`src/design/assert_macros.svh`:
```
// Assertion macros used by the top-level RTL file of the controller block
`ifndef ASSERT_MACROS_SVH
`define ASSERT_MACROS_SVH
`ifndef SYNTHESIS
// Same-cycle implication, checked on every clock edge out of reset
`define PCA_ASSERT_IMPL(label, ante, cons) \
    label: assert property (@(posedge i_clk) disable iff (!i_rst_n) (ante) |-> (cons)) \
        else $error("assertion failed");
// Next-cycle implication, checked on every clock edge out of reset
`define PCA_ASSERT_NEXT(label, ante, cons) \
    label: assert property (@(posedge i_clk) disable iff (!i_rst_n) (ante) |=> (cons)) \
        else $error("assertion failed");
`else
`define PCA_ASSERT_IMPL(label, ante, cons)
`define PCA_ASSERT_NEXT(label, ante, cons)
`endif
`endif

```
`src/design/pca_pkg.sv`:
```
// Shared types, command codes and constants of the PID controller block
package pca_pkg;

    localparam int CmdW   = 5;
    localparam int DivW   = 44;
    localparam int DvsW   = 32;
    localparam int ProdW  = 56;
    localparam int IdxW   = 8;

    typedef logic [CmdW-1:0] t_cmd;

    localparam t_cmd C_NOP    = 5'd0;
    localparam t_cmd C_LOAD   = 5'd1;
    localparam t_cmd C_CLEAR  = 5'd2;
    localparam t_cmd C_ZERO   = 5'd3;
    localparam t_cmd C_MUL_P  = 5'd4;
    localparam t_cmd C_MUL_ED = 5'd5;
    localparam t_cmd C_INTEG  = 5'd6;
    localparam t_cmd C_MUL_B  = 5'd7;
    localparam t_cmd C_DIV_B  = 5'd8;
    localparam t_cmd C_CLAMP  = 5'd9;
    localparam t_cmd C_MUL_I  = 5'd10;
    localparam t_cmd C_DIV_I  = 5'd11;
    localparam t_cmd C_GET_I  = 5'd12;
    localparam t_cmd C_MUL_D1 = 5'd13;
    localparam t_cmd C_MUL_D2 = 5'd14;
    localparam t_cmd C_DIV_D  = 5'd15;
    localparam t_cmd C_SUM    = 5'd16;
    localparam t_cmd C_PUSH   = 5'd17;

    typedef struct packed {
        logic op_clear;
        logic dt_zero;
        logic gain_i_zero;
        logic div_done;
        logic out_free;
    } t_stat;

    localparam logic [IdxW-1:0] REG_GAIN_P = 8'd0;
    localparam logic [IdxW-1:0] REG_GAIN_I = 8'd1;
    localparam logic [IdxW-1:0] REG_GAIN_D = 8'd2;
    localparam logic [IdxW-1:0] REG_LIMIT  = 8'd3;

    localparam logic [14:0] LIMIT_RESET = 15'd10240;
    localparam logic [20:0] MS_SCALE    = 21'd256000;
    localparam logic [20:0] MS_PER_S    = 21'd1000;
    // ceil(2^37 / 125): exact floor(y / 125) for any 30 bit y
    localparam logic [30:0] RECIP_125   = 31'd1099511628;
    localparam logic signed [49:0] INTEG_MAX = 50'sd549755813887;
    localparam logic signed [49:0] INTEG_MIN = -50'sd549755813888;

endpackage

```
`src/design/pid_controller_anti_windup_unit.sv`:
```
// Top level of the fixed-point PID controller with conditional-integration anti-windup
// Usage:
//   Input channel (i_in_valid/o_in_ready) carries one request: op, target, measured
//   and time_ms. op clear zeroes the stored error and integral and takes the time.
//   Output channel (o_out_valid/i_out_ready) returns one drive value per request.
//   Configuration channel (i_cfg_valid/o_cfg_ready, always ready) writes gain_p,
//   gain_i, gain_d and output_limit by index 0..3; other indexes are dropped.
//   Write configuration only while no request is in flight.
// Sequencing:
//   A clear or zero-elapsed-time request goes straight to the output push; a
//   control step also runs the radix-2 divider: for the limit/ki bound and for
//   the derivative when ki is nonzero, or for the derivative alone when ki is
//   zero.
//   The input reopens the cycle after the result is pushed, so one request is
//   worked at a time.
// Reset: synchronous, active low; clears gains, sets the limit to 40.0 and zeroes
//   the stored error, integral and timestamp.
// Stall: the result sits in an output register; the next request is accepted and
//   worked meanwhile, and its result holds until the output register frees up.
`include "assert_macros.svh"
module pid_controller_anti_windup_unit (
    input  logic                      i_clk,
    input  logic                      i_rst_n,
    input  logic                      i_in_valid,
    output logic                      o_in_ready,
    input  logic                      i_op,
    input  logic signed [15:0]        i_target,
    input  logic signed [15:0]        i_measured,
    input  logic [31:0]               i_time_ms,
    output logic                      o_out_valid,
    input  logic                      i_out_ready,
    output logic signed [15:0]        o_drive,
    input  logic                      i_cfg_valid,
    output logic                      o_cfg_ready,
    input  logic [pca_pkg::IdxW-1:0]  i_cfg_index,
    input  logic [15:0]               i_cfg_data
);
    pca_pkg::t_cmd  w_cmd;
    pca_pkg::t_stat w_stat;

    // Registers take a write in any cycle
    assign o_cfg_ready = 1'b1;

    // Sequencer: one step of the update per state
    pca_ctrl u_ctrl (
        .i_clk      (i_clk),
        .i_rst_n    (i_rst_n),
        .i_in_valid (i_in_valid),
        .i_stat     (w_stat),
        .o_in_ready (o_in_ready),
        .o_cmd      (w_cmd)
    );

    // Arithmetic, stored controller state and output register
    pca_dp u_dp (
        .i_clk       (i_clk),
        .i_rst_n     (i_rst_n),
        .i_cmd       (w_cmd),
        .o_stat      (w_stat),
        .i_cfg_valid (i_cfg_valid),
        .i_cfg_index (i_cfg_index),
        .i_cfg_data  (i_cfg_data),
        .i_op        (i_op),
        .i_target    (i_target),
        .i_measured  (i_measured),
        .i_time_ms   (i_time_ms),
        .o_out_valid (o_out_valid),
        .i_out_ready (i_out_ready),
        .o_drive     (o_drive)
    );

    // An accepted request keeps the input closed on the next cycle
    `PCA_ASSERT_NEXT(a_busy_after_accept, i_in_valid && o_in_ready, !o_in_ready)
    // Divider finishes only while a request is in flight
    `PCA_ASSERT_IMPL(a_div_in_flight, w_stat.div_done, !o_in_ready)
    // A push into the output register never happens while the input is open
    `PCA_ASSERT_IMPL(a_push_in_flight, w_cmd == pca_pkg::C_PUSH, !o_in_ready)
endmodule

```
`src/design/pca_div.sv`:
```
// Restoring divider, one quotient bit per cycle
module pca_div (
    input  logic                        i_clk,
    input  logic                        i_rst_n,
    input  logic                        i_start,
    input  logic [pca_pkg::DivW-1:0]    i_dividend,
    input  logic [pca_pkg::DvsW-1:0]    i_divisor,
    output logic                        o_done,
    output logic [pca_pkg::DivW-1:0]    o_quotient
);
    logic [pca_pkg::DivW-1:0] r_quo;
    logic [pca_pkg::DvsW-1:0] r_rem;
    logic [pca_pkg::DvsW-1:0] r_dvs;
    logic [5:0]               r_cnt;
    logic                     r_busy;
    logic                     r_done;
    logic [pca_pkg::DvsW:0]   w_sh;
    logic [pca_pkg::DvsW+1:0] w_diff;

    assign w_sh   = {r_rem, r_quo[pca_pkg::DivW-1]};
    assign w_diff = {1'b0, w_sh} - {2'b00, r_dvs};

    always_ff @(posedge i_clk) begin
        if (!i_rst_n) begin
            r_busy <= 1'b0;
            r_done <= 1'b0;
            r_cnt  <= '0;
        end else begin
            r_done <= 1'b0;
            if (i_start) begin
                r_busy <= 1'b1;
                r_cnt  <= 6'(pca_pkg::DivW);
                r_rem  <= '0;
                r_quo  <= i_dividend;
                r_dvs  <= i_divisor;
            end else if (r_busy) begin
                if (!w_diff[pca_pkg::DvsW+1]) begin
                    r_rem <= w_diff[pca_pkg::DvsW-1:0];
                end else begin
                    r_rem <= w_sh[pca_pkg::DvsW-1:0];
                end
                r_quo <= {r_quo[pca_pkg::DivW-2:0], ~w_diff[pca_pkg::DvsW+1]};
                r_cnt <= r_cnt - 6'd1;
                if (r_cnt == 6'd1) begin
                    r_busy <= 1'b0;
                    r_done <= 1'b1;
                end
            end
        end
    end

    assign o_done     = r_done;
    assign o_quotient = r_quo;
endmodule

```
`src/design/pca_ctrl.sv`:
```
// Sequencer that steps the datapath through one control update
module pca_ctrl (
    input  logic               i_clk,
    input  logic               i_rst_n,
    input  logic               i_in_valid,
    input  pca_pkg::t_stat     i_stat,
    output logic               o_in_ready,
    output pca_pkg::t_cmd      o_cmd
);
    localparam logic [3:0] S_IDLE   = 4'd0;
    localparam logic [3:0] S_DECIDE = 4'd1;
    localparam logic [3:0] S_MED    = 4'd2;
    localparam logic [3:0] S_INTEG  = 4'd3;
    localparam logic [3:0] S_MB     = 4'd4;
    localparam logic [3:0] S_DB     = 4'd5;
    localparam logic [3:0] S_DBW    = 4'd6;
    localparam logic [3:0] S_MI     = 4'd7;
    localparam logic [3:0] S_DI     = 4'd8;
    localparam logic [3:0] S_DIW    = 4'd9;
    localparam logic [3:0] S_MD1    = 4'd10;
    localparam logic [3:0] S_MD2    = 4'd11;
    localparam logic [3:0] S_DD     = 4'd12;
    localparam logic [3:0] S_DDW    = 4'd13;
    localparam logic [3:0] S_OUT    = 4'd14;

    logic [3:0] r_state;
    logic [3:0] n_state;

    always_comb begin
        n_state = r_state;
        o_cmd   = pca_pkg::C_NOP;
        case (r_state)
            S_IDLE: begin
                if (i_in_valid) begin
                    o_cmd   = pca_pkg::C_LOAD;
                    n_state = S_DECIDE;
                end
            end
            S_DECIDE: begin
                if (i_stat.op_clear) begin
                    o_cmd   = pca_pkg::C_CLEAR;
                    n_state = S_OUT;
                end else if (i_stat.dt_zero) begin
                    o_cmd   = pca_pkg::C_ZERO;
                    n_state = S_OUT;
                end else begin
                    o_cmd   = pca_pkg::C_MUL_P;
                    n_state = S_MED;
                end
            end
            S_MED: begin
                o_cmd   = pca_pkg::C_MUL_ED;
                n_state = S_INTEG;
            end
            S_INTEG: begin
                o_cmd   = pca_pkg::C_INTEG;
                n_state = i_stat.gain_i_zero ? S_MD1 : S_MB;
            end
            S_MB: begin
                o_cmd   = pca_pkg::C_MUL_B;
                n_state = S_DB;
            end
            S_DB: begin
                o_cmd   = pca_pkg::C_DIV_B;
                n_state = S_DBW;
            end
            S_DBW: begin
                if (i_stat.div_done) begin
                    o_cmd   = pca_pkg::C_CLAMP;
                    n_state = S_MI;
                end
            end
            S_MI: begin
                o_cmd   = pca_pkg::C_MUL_I;
                n_state = S_DI;
            end
            S_DI: begin
                o_cmd   = pca_pkg::C_DIV_I;
                n_state = S_DIW;
            end
            S_DIW: begin
                o_cmd   = pca_pkg::C_GET_I;
                n_state = S_MD1;
            end
            S_MD1: begin
                o_cmd   = pca_pkg::C_MUL_D1;
                n_state = S_MD2;
            end
            S_MD2: begin
                o_cmd   = pca_pkg::C_MUL_D2;
                n_state = S_DD;
            end
            S_DD: begin
                o_cmd   = pca_pkg::C_DIV_D;
                n_state = S_DDW;
            end
            S_DDW: begin
                if (i_stat.div_done) begin
                    o_cmd   = pca_pkg::C_SUM;
                    n_state = S_OUT;
                end
            end
            S_OUT: begin
                if (i_stat.out_free) begin
                    o_cmd   = pca_pkg::C_PUSH;
                    n_state = S_IDLE;
                end
            end
            default: n_state = S_IDLE;
        endcase
    end

    always_ff @(posedge i_clk) begin
        if (!i_rst_n) begin
            r_state <= S_IDLE;
        end else begin
            r_state <= n_state;
        end
    end

    assign o_in_ready = (r_state == S_IDLE);
endmodule

```
`src/design/pca_dp.sv`:
```
// Datapath: configuration, controller state, shared multiplier and divider
module pca_dp (
    input  logic                       i_clk,
    input  logic                       i_rst_n,
    input  pca_pkg::t_cmd              i_cmd,
    output pca_pkg::t_stat             o_stat,
    input  logic                       i_cfg_valid,
    input  logic [pca_pkg::IdxW-1:0]   i_cfg_index,
    input  logic [15:0]                i_cfg_data,
    input  logic                       i_op,
    input  logic signed [15:0]         i_target,
    input  logic signed [15:0]         i_measured,
    input  logic [31:0]                i_time_ms,
    output logic                       o_out_valid,
    input  logic                       i_out_ready,
    output logic signed [15:0]         o_drive
);
    logic [15:0] r_gain_p, r_gain_i, r_gain_d;
    logic [14:0] r_limit;

    logic signed [16:0] r_last_err;
    logic signed [39:0] r_ei;
    logic [31:0]        r_last_time;

    logic               r_op;
    logic signed [16:0] r_err;
    logic [31:0]        r_now;
    logic [31:0]        r_dt;
    logic signed [33:0] r_p;
    logic signed [24:0] r_iterm;
    logic [23:0]        r_iq;
    logic               r_i_neg;
    logic               r_d_neg;
    logic signed [pca_pkg::ProdW-1:0] r_prod;
    logic signed [15:0] r_res;
    logic signed [15:0] r_out_drive;
    logic               r_out_valid;

    logic signed [34:0] w_ma;
    logic signed [20:0] w_mb;
    logic signed [pca_pkg::ProdW-1:0] w_prod;
    logic [39:0]        w_abs_ei;
    logic signed [17:0] w_diff;
    logic [pca_pkg::ProdW-1:0] w_abs_prod;
    logic [60:0]        w_recip;
    logic               w_div_start;
    logic [pca_pkg::DivW-1:0]  w_dividend;
    logic [pca_pkg::DvsW-1:0]  w_divisor;
    logic               w_div_done;
    logic [pca_pkg::DivW-1:0]  w_quo;
    logic signed [34:0] w_lim;
    logic               w_integ;
    logic signed [49:0] w_acc;
    logic signed [40:0] w_bound;
    logic signed [45:0] w_dterm;
    logic signed [45:0] w_sum;
    logic signed [23:0] w_clip;
    logic signed [23:0] w_adj;

    assign w_abs_ei   = r_ei[39] ? 40'(-r_ei) : r_ei;
    assign w_diff     = 18'(r_err) - 18'(r_last_err);
    assign w_abs_prod = r_prod[pca_pkg::ProdW-1] ? pca_pkg::ProdW'(-r_prod) : r_prod;

    // Operand select for the shared multiplier
    always_comb begin
        w_ma = '0;
        w_mb = '0;
        case (i_cmd)
            pca_pkg::C_MUL_P: begin
                w_ma = {19'd0, r_gain_p};
                w_mb = 21'(r_err);
            end
            pca_pkg::C_MUL_ED: begin
                w_ma = {3'd0, r_dt};
                w_mb = 21'(r_err);
            end
            pca_pkg::C_MUL_B: begin
                w_ma = {20'd0, r_limit};
                w_mb = pca_pkg::MS_SCALE;
            end
            pca_pkg::C_MUL_I: begin
                w_ma = {2'd0, w_abs_ei[32:0]};
                w_mb = {5'd0, r_gain_i};
            end
            pca_pkg::C_MUL_D1: begin
                w_ma = 35'(w_diff);
                w_mb = {5'd0, r_gain_d};
            end
            pca_pkg::C_MUL_D2: begin
                w_ma = r_prod[34:0];
                w_mb = pca_pkg::MS_PER_S;
            end
            default: begin
                w_ma = '0;
                w_mb = '0;
            end
        endcase
    end

    assign w_prod = w_ma * w_mb;

    // Divide the I product (below 2^33) by 1000: drop 3 bits, then scale by 1/125
    assign w_recip = {31'd0, r_prod[32:3]} * {30'd0, pca_pkg::RECIP_125};

    // Divider operand select
    always_comb begin
        w_div_start = 1'b0;
        w_dividend  = r_prod[pca_pkg::DivW-1:0];
        w_divisor   = {16'd0, r_gain_i};
        case (i_cmd)
            pca_pkg::C_DIV_B: begin
                w_div_start = 1'b1;
            end
            pca_pkg::C_DIV_D: begin
                w_div_start = 1'b1;
                w_dividend  = w_abs_prod[pca_pkg::DivW-1:0];
                w_divisor   = r_dt;
            end
            default: w_div_start = 1'b0;
        endcase
    end

    pca_div u_div (
        .i_clk      (i_clk),
        .i_rst_n    (i_rst_n),
        .i_start    (w_div_start),
        .i_dividend (w_dividend),
        .i_divisor  (w_divisor),
        .o_done     (w_div_done),
        .o_quotient (w_quo)
    );

    assign w_lim   = {12'd0, r_limit, 8'd0};
    assign w_integ = (35'(r_p) < w_lim) && (35'(r_p) > -w_lim);
    assign w_acc   = 50'(r_ei) + r_prod[49:0];
    assign w_bound = {7'd0, w_quo[33:0]};
    assign w_dterm = r_d_neg ? -{2'b00, w_quo} : {2'b00, w_quo};
    assign w_sum   = 46'(r_p) + 46'(r_iterm) + w_dterm;

    always_comb begin
        if (w_sum > 46'(w_lim)) begin
            w_clip = w_lim[23:0];
        end else if (w_sum < -46'(w_lim)) begin
            w_clip = 24'(-w_lim);
        end else begin
            w_clip = w_sum[23:0];
        end
    end

    // Truncate toward zero on the divide by 256
    assign w_adj = w_clip[23] ? w_clip + 24'sd255 : w_clip;

    always_ff @(posedge i_clk) begin
        if (!i_rst_n) begin
            r_gain_p    <= '0;
            r_gain_i    <= '0;
            r_gain_d    <= '0;
            r_limit     <= pca_pkg::LIMIT_RESET;
            r_last_err  <= '0;
            r_ei        <= '0;
            r_last_time <= '0;
            r_out_valid <= 1'b0;
        end else begin
            if (i_cfg_valid) begin
                case (i_cfg_index)
                    pca_pkg::REG_GAIN_P: r_gain_p <= i_cfg_data;
                    pca_pkg::REG_GAIN_I: r_gain_i <= i_cfg_data;
                    pca_pkg::REG_GAIN_D: r_gain_d <= i_cfg_data;
                    pca_pkg::REG_LIMIT:  r_limit  <= i_cfg_data[14:0];
                    default: ;
                endcase
            end
            if (i_cmd == pca_pkg::C_PUSH) begin
                r_out_valid <= 1'b1;
            end else if (r_out_valid && i_out_ready) begin
                r_out_valid <= 1'b0;
            end
            case (i_cmd)
                pca_pkg::C_LOAD: begin
                    r_op  <= i_op;
                    r_err <= 17'(i_target) - 17'(i_measured);
                    r_now <= i_time_ms;
                    r_dt  <= i_time_ms - r_last_time;
                end
                pca_pkg::C_CLEAR: begin
                    r_last_err  <= '0;
                    r_ei        <= '0;
                    r_last_time <= r_now;
                    r_res       <= '0;
                end
                pca_pkg::C_ZERO: r_res <= '0;
                pca_pkg::C_MUL_P, pca_pkg::C_MUL_B, pca_pkg::C_MUL_D1,
                pca_pkg::C_MUL_D2: r_prod <= w_prod;
                pca_pkg::C_MUL_ED: begin
                    r_p    <= r_prod[33:0];
                    r_prod <= w_prod;
                end
                pca_pkg::C_INTEG: begin
                    r_iterm <= '0;
                    if (w_integ) begin
                        if (w_acc > pca_pkg::INTEG_MAX) begin
                            r_ei <= pca_pkg::INTEG_MAX[39:0];
                        end else if (w_acc < pca_pkg::INTEG_MIN) begin
                            r_ei <= pca_pkg::INTEG_MIN[39:0];
                        end else begin
                            r_ei <= w_acc[39:0];
                        end
                    end
                end
                pca_pkg::C_CLAMP: begin
                    if (41'(r_ei) > w_bound) begin
                        r_ei <= w_bound[39:0];
                    end else if (41'(r_ei) < -w_bound) begin
                        r_ei <= 40'(-w_bound);
                    end
                end
                pca_pkg::C_MUL_I: begin
                    r_i_neg <= r_ei[39];
                    r_prod  <= w_prod;
                end
                pca_pkg::C_DIV_I: r_iq <= w_recip[60:37];
                pca_pkg::C_GET_I: begin
                    r_iterm <= r_i_neg ? -{1'b0, r_iq} : {1'b0, r_iq};
                end
                pca_pkg::C_DIV_D: r_d_neg <= r_prod[pca_pkg::ProdW-1];
                pca_pkg::C_SUM: begin
                    r_res       <= w_adj[23:8];
                    r_last_err  <= r_err;
                    r_last_time <= r_now;
                end
                pca_pkg::C_PUSH: begin
                    r_out_drive <= r_res;
                end
                default: ;
            endcase
        end
    end

    assign o_stat.op_clear    = r_op;
    assign o_stat.dt_zero     = (r_dt == 32'd0);
    assign o_stat.gain_i_zero = (r_gain_i == 16'd0);
    assign o_stat.div_done    = w_div_done;
    assign o_stat.out_free    = !r_out_valid || i_out_ready;

    assign o_out_valid = r_out_valid;
    assign o_drive     = r_out_drive;
endmodule

```
`config.mk`:
```
export PLATFORM = sky130hd
export DESIGN_NAME = pid_controller_anti_windup_unit
export DESIGN_NICKNAME = d
export VERILOG_FILES = /design/src/design/pca_pkg.sv /design/src/design/pid_controller_anti_windup_unit.sv /design/src/design/pca_div.sv /design/src/design/pca_ctrl.sv /design/src/design/pca_dp.sv
export VERILOG_INCLUDE_DIRS = /design/src /design/src/design
export SDC_FILE = /design/constraint.sdc
export NUM_CORES = 2
export LEC_CHECK = 0
export ABC_AREA = 1
export ABC_CLOCK_PERIOD_IN_PS = 12370
export BUFFER_PORTS_ARGS = -buffer_cell sky130_fd_sc_hd__buf_2
export CORE_MARGIN = 5
export CORE_UTILIZATION = 50
export CTS_CLUSTER_SIZE = 8
export DETAILED_ROUTE_END_ITERATION = 7
export GPL_TIMING_DRIVEN = 0
export PLACE_DENSITY_LB_ADDON = 0.25
export RECOVER_POWER = 50
export REMOVE_ABC_BUFFERS = 1
export SYNTH_ARGS = -nofsm -noshare
export SYNTH_HDL_FRONTEND = slang
export SYNTH_HIERARCHICAL = 1
export SYNTH_SLANG_ARGS = --single-unit
```
`constraint.sdc`:
```
create_clock -name i_clk -period 12.37 [get_ports i_clk]
set_input_delay 1.8555 -clock i_clk [delete_from_list [all_inputs] [get_ports i_clk]]
set_output_delay 1.8555 -clock i_clk [all_outputs]
set_load 0.02 [all_outputs]
```
==> run summary <==
Clock root cell - clkbuf_16
Status - finished with violations
Critical path launch point type - flop
Post-synth top cells - 2,645 x inv_1, 2,226 x nand2_1, 1,046 x fa_1
Clock Path Buffers - 3
Total track usage - 0.311
Yosys top cell by area - fa_1
Post-synthesis instance area - 83,200 sq um
Rows - 149
CP max FO - 14
Initial antenna violation count - 19
Layout Nets - 12,900
Asr flop ratio synth - 0
WHS Endpoint - u_dp/o_drive[7]
Post-synth top area share - 0.252
Initial Utilization - 0.504
Layout cells sized above 1 - 0.0419
Hold_buf cts - 0
Fmax - 0.0831 GHz
Final min period - 12,040 ps
Residual DRC - 0
FF-to-FF Start - u_dp/r_dt[20]
Most numerous cell in the Yosys netlist - inv_1
WHS Path Cells - 0
Main flop type after synthesis - edfxtp_1
Detailed Route WL - 276 mm
Final Hold Viols - 0
FF+latch count, synth - 523
Syn-to-layout area delta - 7.26%
Die Area - 175,000 sq um
IO Port Bufs - 111
Rel. slew slack - -1.12
Worst clock skew - 82.5 ps
Max_cap viols - 9
Via density - 5.49
Drt pass-1 iters - 6
Sequential-to-total area share from yosys stat - 0.169
Final Setup Violations - 0
Vias in the first global route - 71,200
Main area contributors after synthesis - fa_1 25%, ha_1 14%, edfxtp_1 13%
Slowest stage delay, CP - 700 ps
Dpl hpwl - 227 mm
Pin count of the biggest net entering global routing - 75
Arr. time, crit path - 12,460 ps
Hold path start - u_dp/r_res[7]
H-Tree Level Count - 3
Hold crit path type - flop to flop
Final worst-path cycle share - 0.973
Initial DRC Count - 6,458
Setup TNS - 0 ps
Crit Path Category - flop to flop
RR Endpoint - u_dp/r_prod[44]
First-pass GRT wire length - 418 mm
Routed via count - 72,200
Congestion Overflow GR - 0
Mapped Avg Cell Area - 7.68 sq um
Yosys Warn Count - 6
Crit. End Element - flop
Critical Path Most Common Cell - nand2_1
Placeable Area - 165,000 sq um
CTS tree - done
IO Pins - 113
Die H - 418 um
WL/cell - 21.0 um
EDFF count, synth - 358
Violated checks - capacitance limit, slew limit
Synth unique cells - 77
Slowest-stage cell, CP - clkinv_1
Die width - 418 um
Clock-pin slew on the worst setup and hold paths - 50 ps
Num Clock Sinks - 523
Slew Limit Fails - 287
Later-pin clock latency in the skew report - 710 ps
Required time worst endpoint - 12,790 ps
CTS buffer count - 78
Gate Count Post-Synth - 10,800
Worst r2r path cells - 45
Final ANT Viol Nets - 0
Unrepaired setup endpoints after global routing - no
GP Congestion - 1.04
Slew of the pin with the lowest slew margin - 3170 ps
Register-to-register setup slack - 330 ps
## worst max-delay path: cells and delay by family, from the launching register on
kind | cells | cell delay (ps)
AND/OR/NAND/NOR | 21 | 4250
adder cells (fa/ha/maj) | 8 | 3950
buffers and inverters | 10 | 1770
AO/OA/AOI/OAI | 6 | 1270
flip-flops | 1 | 510
## flip-flops by register name, indices dropped and copies added, names as in the netlist, 17 cells and up
name                   cells
u_dp/r_prod               51
u_dp/r_last_err           17
u_dp/r_iterm              25
u_dp/u_div/r_rem          32
u_dp/u_div/r_dvs          32
u_dp/u_div/o_quotient     44
u_dp/r_err                17
u_dp/r_ei                 40
u_dp/r_now                32
u_dp/r_dt                 32
u_dp/r_iq                 24
u_dp/r_p                  34
u_dp/r_last_time          32
## kinds of logic (layout without fill, tap and decap cells)
logic type / count (synthesis) / in the layout / synth area share
AO/OA/AOI/OAI: 1311 / 1311 / 0.0879
adder cells (fa/ha/maj): 1954 / 1954 / 0.388
XOR/XNOR: 295 / 295 / 0.0310
buffers and inverters: 2931 / 3037 / 0.134
other: 3 / 22 / 0.000135
flip-flops: 523 / 523 / 0.169
AND/OR/NAND/NOR: 3816 / 3816 / 0.190
## metrics by stage
step	instances	hold slack, ps	util	cell area (sq um)	setup WS (ps)
after floorplan	10600	400	-	82300	791
after global placement	12900	402	0.518	85600	-4380
after detailed placement	13000	406	0.525	86700	-1490
after CTS	13100	411	0.540	89200	65.7
after global routing	13100	422	0.541	89300	12.6
final	13100	413	0.541	89300	331
## metal layers
| metal | global-route usage | vias up | wire length (um) |
|---|---|---|---|
| li1 | - | 33500 | - |
| met1 | 0.417 | 35100 | 113000 |
| met2 | 0.494 | 3005 | 124000 |
| met3 | 0.0566 | 591 | 24300 |
| met4 | 0.141 | 2 | 14000 |
| met5 | 0 | - | 13 |
## timing repair
| action | in CTS | in global routing |
|---|---|---|
| pin swaps | 1 | 1 |
| cloned | 1 | 1 |
| buffers inserted | 3 | 16 |
| resized for setup | 16 | 18 |
| endpoints found under the setup margin | 26 | 15 |
## area by class of cell
cell class                 instances  area [sq um]
clock inverter                    11           185
timing repair inverter             2          15.0
tap                             2189          2740
clock buffer                     125          2200
multi-input combinational       7388         58400
antenna                           10          25.0
sequential                       523         14100
inverter                        2707         10200
fill                           15800         75900
timing repair buffer             192          1500
## worst max path at each step
stage / startpoint / slack (ps) / endpoint / depth (start not counted)
global placement: i_out_ready / -4380 / u_dp/r_prod[43] / 33
CTS: u_dp/r_dt[20] / 70 / u_dp/r_prod[47] / 40
finish: u_dp/r_dt[20] / 330 / u_dp/r_prod[44] / 45
detailed placement: i_out_ready / -1490 / u_dp/r_prod[44] / 44
global route: u_dp/r_dt[20] / 10 / u_dp/r_prod[44] / 46
floorplan: i_out_ready / 790 / u_dp/r_prod[44] / 43
## layout by cell type, fill, tap and decap left out, types with 18 or more instances in the layout
master     synthesis  final
a21o_1            25     25
a21oi_1          603    602
a31oi_1           68     67
buf_2             24     61
buf_4              7     22
buf_6              7     18
clkbuf_1         177    106
clkbuf_16          0     81
clkinv_1          22     20
dfxtp_1          165    165
edfxtp_1         358    358
fa_1            1046   1046
ha_1             908    908
inv_1           2645   2635
inv_2             39     39
nand2_1         2226   2216
nand2_2           29     38
nand3_1          244    238
nand3b_1          34     34
nand4_1           92     92
nor2_1           912    900
nor2_2            45     53
nor3_1           104     96
nor3_2            12     20
nor4_1            49     47
o211ai_1          24     24
o21a_1            25     25
o21ai_0          403    407
o21bai_1          20     20
xnor2_1           75     75
xor2_1           220    220
Power is not shown: default switching activity piles up to over one toggle a cycle in this logic, so the estimate is an artifact.
